$ cat config.mk
export PLATFORM = sky130hd
export DESIGN_NAME = elliptic_curve_point_counter_top
export DESIGN_NICKNAME = d
export VERILOG_FILES = /design/src/rtl/core/ecpc_pkg.sv /design/src/rtl/core/ecpc_modmul.sv /design/src/rtl/core/elliptic_curve_point_counter_top.sv
export VERILOG_INCLUDE_DIRS = /design/src /design/src/rtl/core
export SDC_FILE = /design/constraint.sdc
export NUM_CORES = 1
export LEC_CHECK = 0
export BUFFER_PORTS_ARGS = -buffer_cell sky130_fd_sc_hd__buf_2
export CAP_MARGIN = 25
export CELL_PAD_IN_SITES_DETAIL_PLACEMENT = 1
export CELL_PAD_IN_SITES_GLOBAL_PLACEMENT = 1
export CORE_UTILIZATION = 45
export CTS_CLUSTER_SIZE = 12
export DETAILED_ROUTE_END_ITERATION = 10
export PLACE_DENSITY = 0.74
export SLEW_MARGIN = 5
export SYNTH_ARGS = -nofsm -noshare
export SYNTH_HDL_FRONTEND = slang
export SYNTH_SLANG_ARGS = --single-unit
$ cat constraint.sdc
create_clock -name i_clk -period 9.6 [get_ports i_clk]
set_input_delay 1.92 -clock i_clk [delete_from_list [all_inputs] [get_ports i_clk]]
set_output_delay 1.92 -clock i_clk [all_outputs]
set_load 0.05 [all_outputs]
$ cat src/rtl/core/elliptic_curve_point_counter_top_assert.svh
// Assertion macros for the point counter.
`ifndef ELLIPTIC_CURVE_POINT_COUNTER_TOP_ASSERT_SVH
`define ELLIPTIC_CURVE_POINT_COUNTER_TOP_ASSERT_SVH
// Assert that an antecedent implies a consequent in the same cycle.
`define ECPC_ASSERT_IMP(lbl, clk, rst_n, ante, cons, msg) \
    lbl: assert property (@(posedge clk) disable iff (!rst_n) (ante) |-> (cons)) \
        else $error(msg);
// Assert that an antecedent implies a consequent in the next cycle.
`define ECPC_ASSERT_NXT(lbl, clk, rst_n, ante, cons, msg) \
    lbl: assert property (@(posedge clk) disable iff (!rst_n) (ante) |=> (cons)) \
        else $error(msg);
`endif

$ cat src/rtl/core/ecpc_pkg.sv
package ecpc_pkg;
    // Width of the coefficients and the modulus inside the datapath.
    localparam int MOD_BITS = 16;

    typedef enum logic [3:0] {
        ST_IDLE,
        ST_X2,
        ST_X3,
        ST_AX,
        ST_RHS,
        ST_PSETUP,
        ST_PMUL,
        ST_PSQR,
        ST_ACCUM,
        ST_NEXT,
        ST_DONE
    } t_state;
endpackage

$ cat src/rtl/core/ecpc_modmul.sv
// Shift-and-add modular multiplier: one bit of the multiplier per cycle.
// Operands must already be reduced below the modulus.
module ecpc_modmul #(
    parameter int W = 16
) (
    input  logic         i_clk,
    input  logic         i_rst_n,
    input  logic         i_start,
    input  logic [W-1:0] i_op_a,
    input  logic [W-1:0] i_op_b,
    input  logic [W-1:0] i_mod,
    output logic         o_done,
    output logic [W-1:0] o_prod
);
    localparam int CW = $clog2(W + 1);

    logic [W-1:0] r_acc, n_acc;
    logic [W-1:0] r_mb;
    logic [W-1:0] r_ma;
    logic [W-1:0] r_mod;
    logic [CW-1:0] r_cnt;
    logic         r_busy;
    logic         r_done;
    logic [W:0]   dbl;
    logic [W:0]   dbl_r;
    logic [W:0]   sum;

    always_comb begin
        dbl   = {r_acc, 1'b0};
        dbl_r = (dbl >= {1'b0, r_mod}) ? dbl - {1'b0, r_mod} : dbl;
        sum   = dbl_r + {1'b0, r_ma};
        if (r_mb[W-1]) begin
            n_acc = (sum >= {1'b0, r_mod}) ? W'(sum - {1'b0, r_mod}) : W'(sum);
        end else begin
            n_acc = W'(dbl_r);
        end
    end

    always_ff @(posedge i_clk) begin
        if (!i_rst_n) begin
            r_busy <= 1'b0;
            r_done <= 1'b0;
            r_cnt  <= '0;
        end else begin
            r_done <= 1'b0;
            if (i_start) begin
                r_busy <= 1'b1;
                r_cnt  <= CW'(W);
            end else if (r_busy) begin
                r_cnt <= r_cnt - 1'b1;
                if (r_cnt == CW'(1)) begin
                    r_busy <= 1'b0;
                    r_done <= 1'b1;
                end
            end
        end
    end

    always_ff @(posedge i_clk) begin
        if (i_start) begin
            r_acc <= '0;
            r_ma  <= i_op_a;
            r_mb  <= i_op_b;
            r_mod <= i_mod;
        end else if (r_busy) begin
            r_acc <= n_acc;
            r_mb  <= {r_mb[W-2:0], 1'b0};
        end
    end

    assign o_done = r_done;
    assign o_prod = r_acc;
endmodule

$ cat src/rtl/core/elliptic_curve_point_counter_top.sv
// Elliptic-curve point counter.
// The slave channel (s_axis_*) takes one query word holding a, b and the
// modulus p. The master channel (m_axis_*) returns one word holding the
// number of points on y^2 = x^3 + a*x + b over Z/pZ, including infinity,
// wrapping at 2^32.
// For every x below p the block forms the curve right-hand side and, when
// it is nonzero, raises it to (p-1)/2 by square-and-multiply. All modular
// products go through one shared shift-and-add multiplier. Two setup
// products first reduce a and b below p. A zero modulus skips setup and the
// x loop and goes from idle straight to the done state. The block accepts
// no query while one is in work. The result sits in an output register
// until the receiver takes it; a stalled receiver holds the block in its
// done state with the result stable. A new query is accepted from the cycle
// after the result is taken. Synchronous active-low reset returns the block
// to idle with no result.
module elliptic_curve_point_counter_top (
    input  logic        i_clk,
    input  logic        i_rst_n,
    input  logic        s_axis_tvalid,
    output logic        s_axis_tready,
    // tdata fields from bit 0: coef_a[15:0], coef_b[31:16], modulus[47:32].
    input  logic [47:0] s_axis_tdata,
    output logic        m_axis_tvalid,
    input  logic        m_axis_tready,
    // tdata fields from bit 0: point_count[31:0].
    output logic [31:0] m_axis_tdata
);
    localparam int W = ecpc_pkg::MOD_BITS;

    ecpc_pkg::t_state r_state, n_state;

    logic [W-1:0] r_a, r_b, r_p, r_x;
    logic [W-1:0] r_half;
    logic [W-1:0] r_t;       // scratch: x^2, x^3
    logic [W-1:0] r_base, r_left, r_acc;
    logic [31:0]  r_total;
    logic         r_oval;

    logic         mm_start;
    logic [W-1:0] mm_a, mm_b;
    logic         mm_done;
    logic [W-1:0] mm_prod;

    logic [W-1:0] in_a, in_b, in_p;
    logic [W:0]   s1, s2;
    logic [W-1:0] rhs;
    logic [W-1:0] b_red;

    assign in_a = W'(s_axis_tdata[15:0]);
    assign in_b = W'(s_axis_tdata[31:16]);
    assign in_p = W'(s_axis_tdata[47:32]);

    // The cube, a*x and the reduced b are all below p, so each of the two
    // additions needs at most one subtraction of p.
    assign b_red = r_b;
    always_comb begin
        s1  = {1'b0, r_t} + {1'b0, mm_prod};
        if (s1 >= {1'b0, r_p}) s1 = s1 - {1'b0, r_p};
        s2  = s1 + {1'b0, b_red};
        if (s2 >= {1'b0, r_p}) s2 = s2 - {1'b0, r_p};
        rhs = W'(s2);
    end

    ecpc_modmul #(.W(W)) u_mul (
        .i_clk  (i_clk),
        .i_rst_n(i_rst_n),
        .i_start(mm_start),
        .i_op_a (mm_a),
        .i_op_b (mm_b),
        .i_mod  (r_p),
        .o_done (mm_done),
        .o_prod (mm_prod)
    );

    // Setup reduces a and then b below p before the x loop; r_red tracks
    // which of the two is being reduced.
    logic [1:0] r_red; // 2: reduce a, 1: reduce b, 0: loop

    always_comb begin
        n_state = r_state;
        case (r_state)
            ecpc_pkg::ST_IDLE: begin
                if (s_axis_tvalid) begin
                    n_state = (in_p == '0) ? ecpc_pkg::ST_DONE : ecpc_pkg::ST_PSETUP;
                end
            end
            ecpc_pkg::ST_X2:   if (mm_done) n_state = ecpc_pkg::ST_X3;
            ecpc_pkg::ST_X3:   if (mm_done) n_state = ecpc_pkg::ST_AX;
            ecpc_pkg::ST_AX:   if (mm_done) n_state = ecpc_pkg::ST_RHS;
            ecpc_pkg::ST_RHS: begin
                n_state = (rhs == '0) ? ecpc_pkg::ST_NEXT : ecpc_pkg::ST_PMUL;
            end
            ecpc_pkg::ST_PSETUP: begin
                if (mm_done && r_red == 2'd1) n_state = ecpc_pkg::ST_X2;
            end
            ecpc_pkg::ST_PMUL: begin
                if (r_left == '0) n_state = ecpc_pkg::ST_ACCUM;
                else if (!r_left[0] || mm_done) n_state = ecpc_pkg::ST_PSQR;
            end
            ecpc_pkg::ST_PSQR: if (mm_done) n_state = ecpc_pkg::ST_PMUL;
            ecpc_pkg::ST_ACCUM: n_state = ecpc_pkg::ST_NEXT;
            ecpc_pkg::ST_NEXT: begin
                n_state = (r_x == r_p - 1'b1) ? ecpc_pkg::ST_DONE : ecpc_pkg::ST_X2;
            end
            ecpc_pkg::ST_DONE: if (m_axis_tready) n_state = ecpc_pkg::ST_IDLE;
            default: n_state = ecpc_pkg::ST_IDLE;
        endcase
    end

    // Multiplier launch: a one-cycle start pulse on entry to each phase,
    // tracked by r_go (multiplier launched for the current phase).
    logic r_go;
    always_comb begin
        mm_start = 1'b0;
        mm_a     = r_x;
        mm_b     = r_x;
        case (r_state)
            ecpc_pkg::ST_PSETUP: begin
                // One times the raw value, scanned bit by bit, leaves the
                // value reduced mod p. One itself is zero mod a unit modulus.
                mm_start = !r_go;
                mm_a = (r_p == W'(1)) ? '0 : W'(1);
                mm_b = (r_red == 2'd2) ? r_a : r_b;
            end
            ecpc_pkg::ST_X2: begin
                mm_start = !r_go; mm_a = r_x; mm_b = r_x;
            end
            ecpc_pkg::ST_X3: begin
                mm_start = !r_go; mm_a = mm_prod; mm_b = r_x;
            end
            ecpc_pkg::ST_AX: begin
                mm_start = !r_go; mm_a = r_a; mm_b = r_x;
            end
            ecpc_pkg::ST_PMUL: begin
                mm_start = !r_go && r_left != '0 && r_left[0];
                mm_a = r_acc; mm_b = r_base;
            end
            ecpc_pkg::ST_PSQR: begin
                mm_start = !r_go; mm_a = r_base; mm_b = r_base;
            end
            default: mm_start = 1'b0;
        endcase
    end

    always_ff @(posedge i_clk) begin
        if (!i_rst_n) begin
            r_state <= ecpc_pkg::ST_IDLE;
            r_go    <= 1'b0;
            r_oval  <= 1'b0;
            r_red   <= 2'd0;
            r_total <= '0;
        end else begin
            r_state <= n_state;
            if (mm_start) r_go <= 1'b1;
            if (mm_done || n_state != r_state) r_go <= 1'b0;
            if (r_state == ecpc_pkg::ST_PMUL && !r_left[0] && r_left != '0) r_go <= 1'b0;
            r_oval <= (n_state == ecpc_pkg::ST_DONE);
            case (r_state)
                ecpc_pkg::ST_IDLE: begin
                    r_total <= 32'd1;
                    r_red   <= 2'd2;
                end
                ecpc_pkg::ST_PSETUP: begin
                    if (mm_done) r_red <= r_red - 1'b1;
                end
                ecpc_pkg::ST_RHS: begin
                    if (rhs == '0) r_total <= r_total + 32'd1;
                end
                ecpc_pkg::ST_ACCUM: begin
                    // A power of p-1 stands for -1 and adds nothing.
                    if (r_acc != r_p - 1'b1)
                        r_total <= r_total + 32'd1 + 32'(r_acc);
                end
                default: r_red <= r_red;
            endcase
        end
    end

    always_ff @(posedge i_clk) begin
        case (r_state)
            ecpc_pkg::ST_IDLE: begin
                r_a    <= in_a;
                r_b    <= in_b;
                r_p    <= in_p;
                r_half <= (in_p - 1'b1) >> 1;
                r_x    <= '0;
            end
            ecpc_pkg::ST_PSETUP: begin
                if (mm_done) begin
                    if (r_red == 2'd2) r_a <= mm_prod;
                    else r_b <= mm_prod;
                end
            end
            ecpc_pkg::ST_X2: if (mm_done) r_t <= mm_prod;
            ecpc_pkg::ST_X3: if (mm_done) r_t <= mm_prod;
            ecpc_pkg::ST_RHS: begin
                r_base <= rhs;
                r_left <= r_half;
                r_acc  <= (r_p == W'(1)) ? '0 : W'(1);
            end
            ecpc_pkg::ST_PMUL: begin
                if (mm_done) r_acc <= mm_prod;
            end
            ecpc_pkg::ST_PSQR: begin
                if (mm_done) begin
                    r_base <= mm_prod;
                    r_left <= r_left >> 1;
                end
            end
            ecpc_pkg::ST_NEXT: r_x <= r_x + 1'b1;
            default: r_t <= r_t;
        endcase
    end

    assign s_axis_tready = (r_state == ecpc_pkg::ST_IDLE);
    assign m_axis_tvalid = (r_state == ecpc_pkg::ST_DONE) && r_oval;
    assign m_axis_tdata  = r_total;

    `include "elliptic_curve_point_counter_top_assert.svh"

    `ECPC_ASSERT_NXT(a_out_hold, i_clk, i_rst_n, m_axis_tvalid && !m_axis_tready,
        m_axis_tvalid && $stable(m_axis_tdata), "result dropped while stalled")
    `ECPC_ASSERT_IMP(a_excl, i_clk, i_rst_n, m_axis_tvalid, !s_axis_tready,
        "input ready while result pending")
    `ECPC_ASSERT_IMP(a_x_range, i_clk, i_rst_n, r_state == ecpc_pkg::ST_RHS,
        r_x < r_p && r_a < r_p && r_b < r_p, "loop operands out of range")
endmodule
# ---- Word-level counts from Yosys, hierarchy flattened
# Index checks and enable logic that the tools add are counted.
dict set report totals {
  regBits 254
  in_bits 52
  elab_cells 149
}
dict set report classes {
  n_addsub 14
  n_lt_le_gt_ge 4
  eq_ne 25
  muxes 48
  bitwise 2
  reduce_logical 34
}
# op count
set op_table {}
lappend op_table {{case mux 16 bit (2 select lines)} 7}
lappend op_table {{2-to-1 mux 16 bit} 12}
lappend op_table {{case mux 32 bit (3 select lines)} 1}
lappend op_table {{case mux 16 bit (5 select lines)} 1}
lappend op_table {{greater-or-equal comparator 17 x 16 -> 1 bit} 4}
lappend op_table {{2-to-1 mux 32 bit} 2}
lappend op_table {{zero test 16 bit} 3}
lappend op_table {{2-to-1 mux 4 bit} 12}
lappend op_table {{case mux 4 bit (11 select lines)} 1}
lappend op_table {{adder 17 x 16 -> 17 bit} 2}
lappend op_table {{2-to-1 mux 17 bit} 2}
lappend op_table {{subtractor 17 x 16 -> 17 bit} 2}
lappend op_table {{adder 32 x 1 -> 32 bit (second input constant)} 1}
lappend op_table {{adder 32 x 16 -> 32 bit} 1}
lappend op_table {{subtractor 16 x 1 -> 16 bit (second input constant)} 2}
lappend op_table {{subtractor 16 bit} 2}
lappend op_table {{adder 16 x 16 -> 17 bit} 1}
lappend op_table {{adder 16 x 1 -> 16 bit (second input constant)} 1}
lappend op_table {{== test 16 x 1 -> 1 bit (second input constant)} 1}
lappend op_table {{== test 16 bit} 1}
lappend op_table {{== test 4 x 3 -> 1 bit (second input constant)} 4}
lappend op_table {{== test 4 bit (second input constant)} 4}
lappend op_table {{!= test 16 bit} 1}
lappend op_table {{nonzero test 16 bit} 1}
lappend op_table {{other kinds (27)} 58}

# ---- Depth between registers and ports, before layout
dict set report depth {
  word_depth 12
  ltp_mapped 43
  depth_no_buf 40
}

# ---- Modules after synthesis
# Synthesis repeated with hierarchy kept, for this count alone.
dict set report unflattened {
  hier_cells 2326
  hier_area_um2 20408.3
}
# mod n_inst cells_per_inst area_each_um2
set modules_own_cells {}
lappend modules_own_cells {elliptic_curve_point_counter_top 1 1761 15073.2}
lappend modules_own_cells {ecpc_modmul 1 565 5335.1}

# ---- Worst setup path before layout
# No wires, ideal clock.
dict set report synth_path {
  path_kind {register to register}
  start {reg u_mul.r_acc[1], in the netlist u_mul.o_prod[1]}
  end {reg r_total[0], in the netlist m_axis_tdata[0]}
  arrival_ns 8.311
  slack_ns 1.186
  path_stages_with_launch 40
  period_less_slack_ns 8.414
  cell_sequence {dfxtp_1 ha_1 a21o_1 a21oi_1 o21bai_1 a21oi_1 nor2b_1 o21a_1 o31a_1 o41ai_1 o21ai_0 xor2_1 ha_1 and4_1 nand2_1 a2bb2oi_1 nand3_1 nor2_1 [4 not listed] nand3b_1 a21oi_1 nor2_1 o211ai_1 nand3_1 ha_1 a21o_1 a21o_1 a211o_1 a21o_1 a2111oi_0 nand3b_1 nor4_4 mux2i_2 o31a_1 buf_4 a2111oi_0 a211oi_1}
}
dict set report synth_via {
  elab_chain_cells 9
  word_cells_on_any_way 11
  cone_classes {4 x add/sub; 2 x order compare; 1 x eq/ne; 2 x mux; 2 x reduce/logical}
}
# element line
set synth_lines {}
lappend synth_lines {{from (decl)} ecpc_modmul.sv:17} ;# logic [W-1:0] r_acc, n_acc;
lappend synth_lines {{from (signal assigned)} ecpc_modmul.sv:66} ;# r_acc <= n_acc;
lappend synth_lines {{adder 16 x 16 -> 17 bit *} elliptic_curve_point_counter_top.sv:57} ;# s1 = {1'b0, r_t} + {1'b0, mm_prod};
lappend synth_lines {{subtractor 17 x 16 -> 17 bit / greater-or-equal comparator 17 x 16 -> 1 bit (equally long branches)} elliptic_curve_point_counter_top.sv:58} ;# if (s1 >= {1'b0, r_p}) s1 = s1 - {1'b0, r_p};
lappend synth_lines {{2-to-1 mux 17 bit *} elliptic_curve_point_counter_top.sv:58}
lappend synth_lines {{adder 17 x 16 -> 17 bit *} elliptic_curve_point_counter_top.sv:59} ;# s2 = s1 + {1'b0, b_red};
lappend synth_lines {{subtractor 16 bit / greater-or-equal comparator 17 x 16 -> 1 bit (equally long branches)} elliptic_curve_point_counter_top.sv:60} ;# if (s2 >= {1'b0, r_p}) s2 = s2 - {1'b0, r_p};
lappend synth_lines {{2-to-1 mux 16 bit *} elliptic_curve_point_counter_top.sv:60}
lappend synth_lines {{zero test 16 bit *} elliptic_curve_point_counter_top.sv:167} ;# if (rhs == '0) r_total <= r_total + 32'd1;
lappend synth_lines {{!= test 2 bit (no source line) *} --}
lappend synth_lines {{AND reduction 3 bit (no source line) *} --}
lappend synth_lines {{to (signal assigned)} elliptic_curve_point_counter_top.sv:167}
lappend synth_lines {{to (signal assigned)} elliptic_curve_point_counter_top.sv:172} ;# r_total <= r_total + 32'd1 + 32'(r_acc);
lappend synth_lines {{to (decl)} elliptic_curve_point_counter_top.sv:36} ;# logic [31:0] r_total;
# Mark *: on every way between the ends. The rest lies on a longest branch, timed or not.
# A chain may end at the register's enable or synchronous reset.

# ---- Worst setup path in the final report
dict set report layout_path {
  start {reg r_t[1]}
  end {reg r_total[17], in the netlist m_axis_tdata[17]}
}
dict set report layout_via {
  elab_chain_cells 9
  word_cells_on_any_way 11
  cone_classes {4 x add/sub; 2 x order compare; 1 x eq/ne; 2 x mux; 2 x reduce/logical}
}
# element line
set layout_lines {}
lappend layout_lines {{from (decl)} elliptic_curve_point_counter_top.sv:34} ;# logic [W-1:0] r_t;
lappend layout_lines {{from (signal assigned)} elliptic_curve_point_counter_top.sv:194} ;# ecpc_pkg::ST_X2: if (mm_done) r_t <= mm_prod;
lappend layout_lines {{from (signal assigned)} elliptic_curve_point_counter_top.sv:195} ;# ecpc_pkg::ST_X3: if (mm_done) r_t <= mm_prod;
lappend layout_lines {{from (signal assigned)} elliptic_curve_point_counter_top.sv:211} ;# default: r_t <= r_t;
lappend layout_lines {{adder 16 x 16 -> 17 bit *} elliptic_curve_point_counter_top.sv:57}
lappend layout_lines {{subtractor 17 x 16 -> 17 bit / greater-or-equal comparator 17 x 16 -> 1 bit (equally long branches)} elliptic_curve_point_counter_top.sv:58}
lappend layout_lines {{2-to-1 mux 17 bit *} elliptic_curve_point_counter_top.sv:58}
lappend layout_lines {{adder 17 x 16 -> 17 bit *} elliptic_curve_point_counter_top.sv:59}
lappend layout_lines {{subtractor 16 bit / greater-or-equal comparator 17 x 16 -> 1 bit (equally long branches)} elliptic_curve_point_counter_top.sv:60}
lappend layout_lines {{2-to-1 mux 16 bit *} elliptic_curve_point_counter_top.sv:60}
lappend layout_lines {{zero test 16 bit *} elliptic_curve_point_counter_top.sv:167}
lappend layout_lines {{!= test 2 bit (no source line) *} --}
lappend layout_lines {{AND reduction 3 bit (no source line) *} --}
# Marked as above.

==> results.cfg <==
[global_routing]
antenna_found_initial = 2
grt-ovfl-total = 0
grt_pass1_wl_mm = 111
grt_usage_pct = 32.9
grt_max_degree = 47
grt_pass1_vias = 18200

[timing]
tightest_slew_ps = 1010
skew_ps = 18.3
holdWs_ps = 502
fin_crit_ps = 9070
drv_slew = 0
setup_ws_ps = 527
max_freq_mhz = 110
fin_crit_sh_pct = 94.5
slew_headroom_pct = 32.0
grt_setup_unrepaired = no
setup_tns_ps = 0
hold_viol = 0
setup_viol = 0

[critical_path]
cp_slowest_stage_delay_ps = 590
worstPathBufferInverterCount = 3
reg2reg_to = m_axis_tdata[17]
cp_data_required_time_ps = 10110
cpLargestDelayFamily = compound AO/OA/AOI/OAI gates
cpMaxStageDelayCell = or4b_4
worstPathArrival_ps = 9580
cp_common_cell = ha_1
crit_fanout = 22
r2r_slack_ps = 530
reg2regPathDepth = 40
crit_type = register to register
end_kind = register
r2r-start = r_t[1]
path_depth = 40
startpoint_type = register

[clock_tree]
cts.clk_slew.worst_paths_ps = 60
cts.sinks = 253
cts_tree = yes
clockBufferDepth = 3
htreeDepth = 1
cts_root_buf = clkbuf_16
worstSkewPairLatency_ps = 580
numCtsBuffers = 30

[yosys]
synth_largest_area_cell = edfxtp_1
synth_nets = 2433
synthCells = 2235
yosysSeqAreaShare_pct = 35.4
ys.flop_type = edfxtp_1
avgSynthCellArea_um2 = 8.81
synth.distinct_cells = 83
ys_ff_latch = 253
synth_top_area_share_pct = 29.0
ys_top_cells_by_area = edfxtp_1 (29%), ha_1 (8.8%), dfxtp_1 (6.4%)
synth_edf_count = 190
yosys_warnings = 0
async_reset_ff_share_pct = 0
syn_area_um2 = 19700

[detailed_routing]
drtAntennaViolNets = 0
first_iter_violations = 1519
drt_wl_total_mm = 74.1
viasPerCell = 6.22
wl_per_cell_um = 25.3
vias = 18200
drc = 0
drt-pass1-iter-count = 5

[cells_and_area]
multi_input_area_um2 = 12100
seqCellArea_um2 = 6970
layout-drive-gt1-share_pct = 10.3
fillers = 5048
nNetsFinal = 2516
area_growth_syn_to_layout_pct = 11.7
n_antenna_cell = 0
layout.cells.non_filler = 2926

[hold_path]
hold_end = u_mul.r_cnt[1]
min_from = u_mul.r_cnt[1]
whs_path_depth = 2
hp-class = register to register

[outcome]
status = complete, no violations

[floorplanning]
io_pins = 86
initial_core_util_pct = 45.7
die_h_um = 211
rows = 76
core_um2 = 43100
die_w_um = 211
die_area_um2 = 44600

[placement]
dp.cells = 2869
gp_congestion = 0.981
dp_slack_ps = 229
hpwl_mm = 56.0
port_buffers = 85

[job]
cap_violations = 0
## tightest hold or removal path, stage by stage (launching register included)
cell and delay, ps:
dfxtp_1 320, nor2_1 90, a211oi_1 50
## kinds of logic (layout without fill, tap and decap cells)
family / after synthesis / count (layout) / synth area share (%)
AOI/OAI and AO/OA: 546 / 546 / 18.0
xor gates and xnor gates: 204 / 204 / 9.15
adders and majority gates: 146 / 146 / 9.59
buffers and inverters: 194 / 300 / 3.89
DFF: 253 / 253 / 35.4
muxes: 83 / 83 / 4.32
and+or+nand+nor: 809 / 809 / 19.7
## synthesized netlist by cell type, types with 20 or more instances
library cell / number
o211ai_1: 31
mux2i_1: 71
nor2b_1: 26
clkbuf_1: 73
a21o_1: 38
nor4_1: 25
o21ai_0: 132
nand2b_1: 28
xor2_1: 84
a22oi_1: 33
a211oi_1: 23
xnor2_1: 119
o22ai_1: 20
dfxtp_1: 63
ha_1: 138
nand3_1: 52
o21a_1: 22
nand2_1: 281
nor3_1: 51
a21oi_1: 103
nor2_1: 205
inv_1: 106
a31oi_1: 42
or3_1: 24
nand4_1: 24
edfxtp_1: 190
## metrics by stage
step	util (%)	instance area (um2)
2_1_floorplan	-	19700
3_3_place_gp	48.5	20900
3_5_place_dp	48.6	20900
4_1_cts	50.8	21900
5_1_grt	51.1	22000
6_report	51.1	22000
## worst max-delay path by stage
stage | slack [ps] | from | endpoint
after floorplan | 1190 | u_mul.o_prod[1] | m_axis_tdata[0]
after global routing | 2 | r_t[1] | m_axis_tdata[17]
final | 530 | r_t[1] | m_axis_tdata[17]
after detailed placement | 230 | r_t[1] | m_axis_tdata[9]
after global placement | 530 | r_t[1] | m_axis_tdata[8]
after CTS | 170 | r_t[1] | m_axis_tdata[9]
## state kept, by name (all words and copies together) (netlist names), 2 cells and up
signal,cells
u_mul.o_prod,16
r_state,4
r_x,16
u_mul.r_mb,16
m_axis_tdata,32
r_p,16
r_acc,16
r_red,2
u_mul.r_ma,16
r_left,15
r_base,16
b_red,16
r_t,16
u_mul.r_cnt,5
r_half,15
u_mul.r_mod,16
r_a,16
## final cells by class
cell class / instances / area share (%)
clock buffers: 40 / 3.68
clock inverters: 15 / 0.529
inverters: 106 / 1.81
multi-input cells: 1788 / 55.0
flip-flops and latches: 253 / 31.7
well taps: 585 / 3.33
repair buffers: 139 / 4.01
## cell usage in the layout, fill, tap and decap left out, types with 12 or more instances in the layout
cell type  netlist  final
xnor2_1        119    117
nor2_1         205    202
nor2b_1         26     26
clkbuf_16        0     30
a211oi_1        23     22
a21oi_1        103    101
mux2i_1         71     69
ha_1           138    136
or3_1           24     24
nand2b_1        28     28
o21ai_0        132    129
buf_2            6     85
o21bai_1        14     14
and4_1          12     12
o31ai_1         13     13
edfxtp_1       190    190
inv_1          106    106
nor4_1          25     24
nor3_1          51     48
a22oi_1         33     33
dfxtp_1         63     63
and2_1          19     19
nand4_1         24     24
xor2_1          84     83
a21o_1          38     38
o21a_1          22     22
and3_1          16     16
o211ai_1        31     31
nand3_1         52     52
nand2_1        281    280
o22ai_1         20     20
buf_4            2     47
a31oi_1         42     41
## layer usage
metal	global-route usage [%]	vias up	routed length [um]
li1	-	8337	-
met1	43.8	9096	32000
met2	53.6	605	33900
met3	4.39	157	4800
met4	14.1	4	3340
met5	0	-	23
## what timing repair did
action                     in CTS  in global routing
buffers inserted                0                  1
setup endpoints to repair       0                 37
resized for setup               0                 21
hold buffers                    0                  0
Power is left out: the tool's default activity adds up to more than one toggle a clock period on the data nets, which glitch-free logic cannot reach.
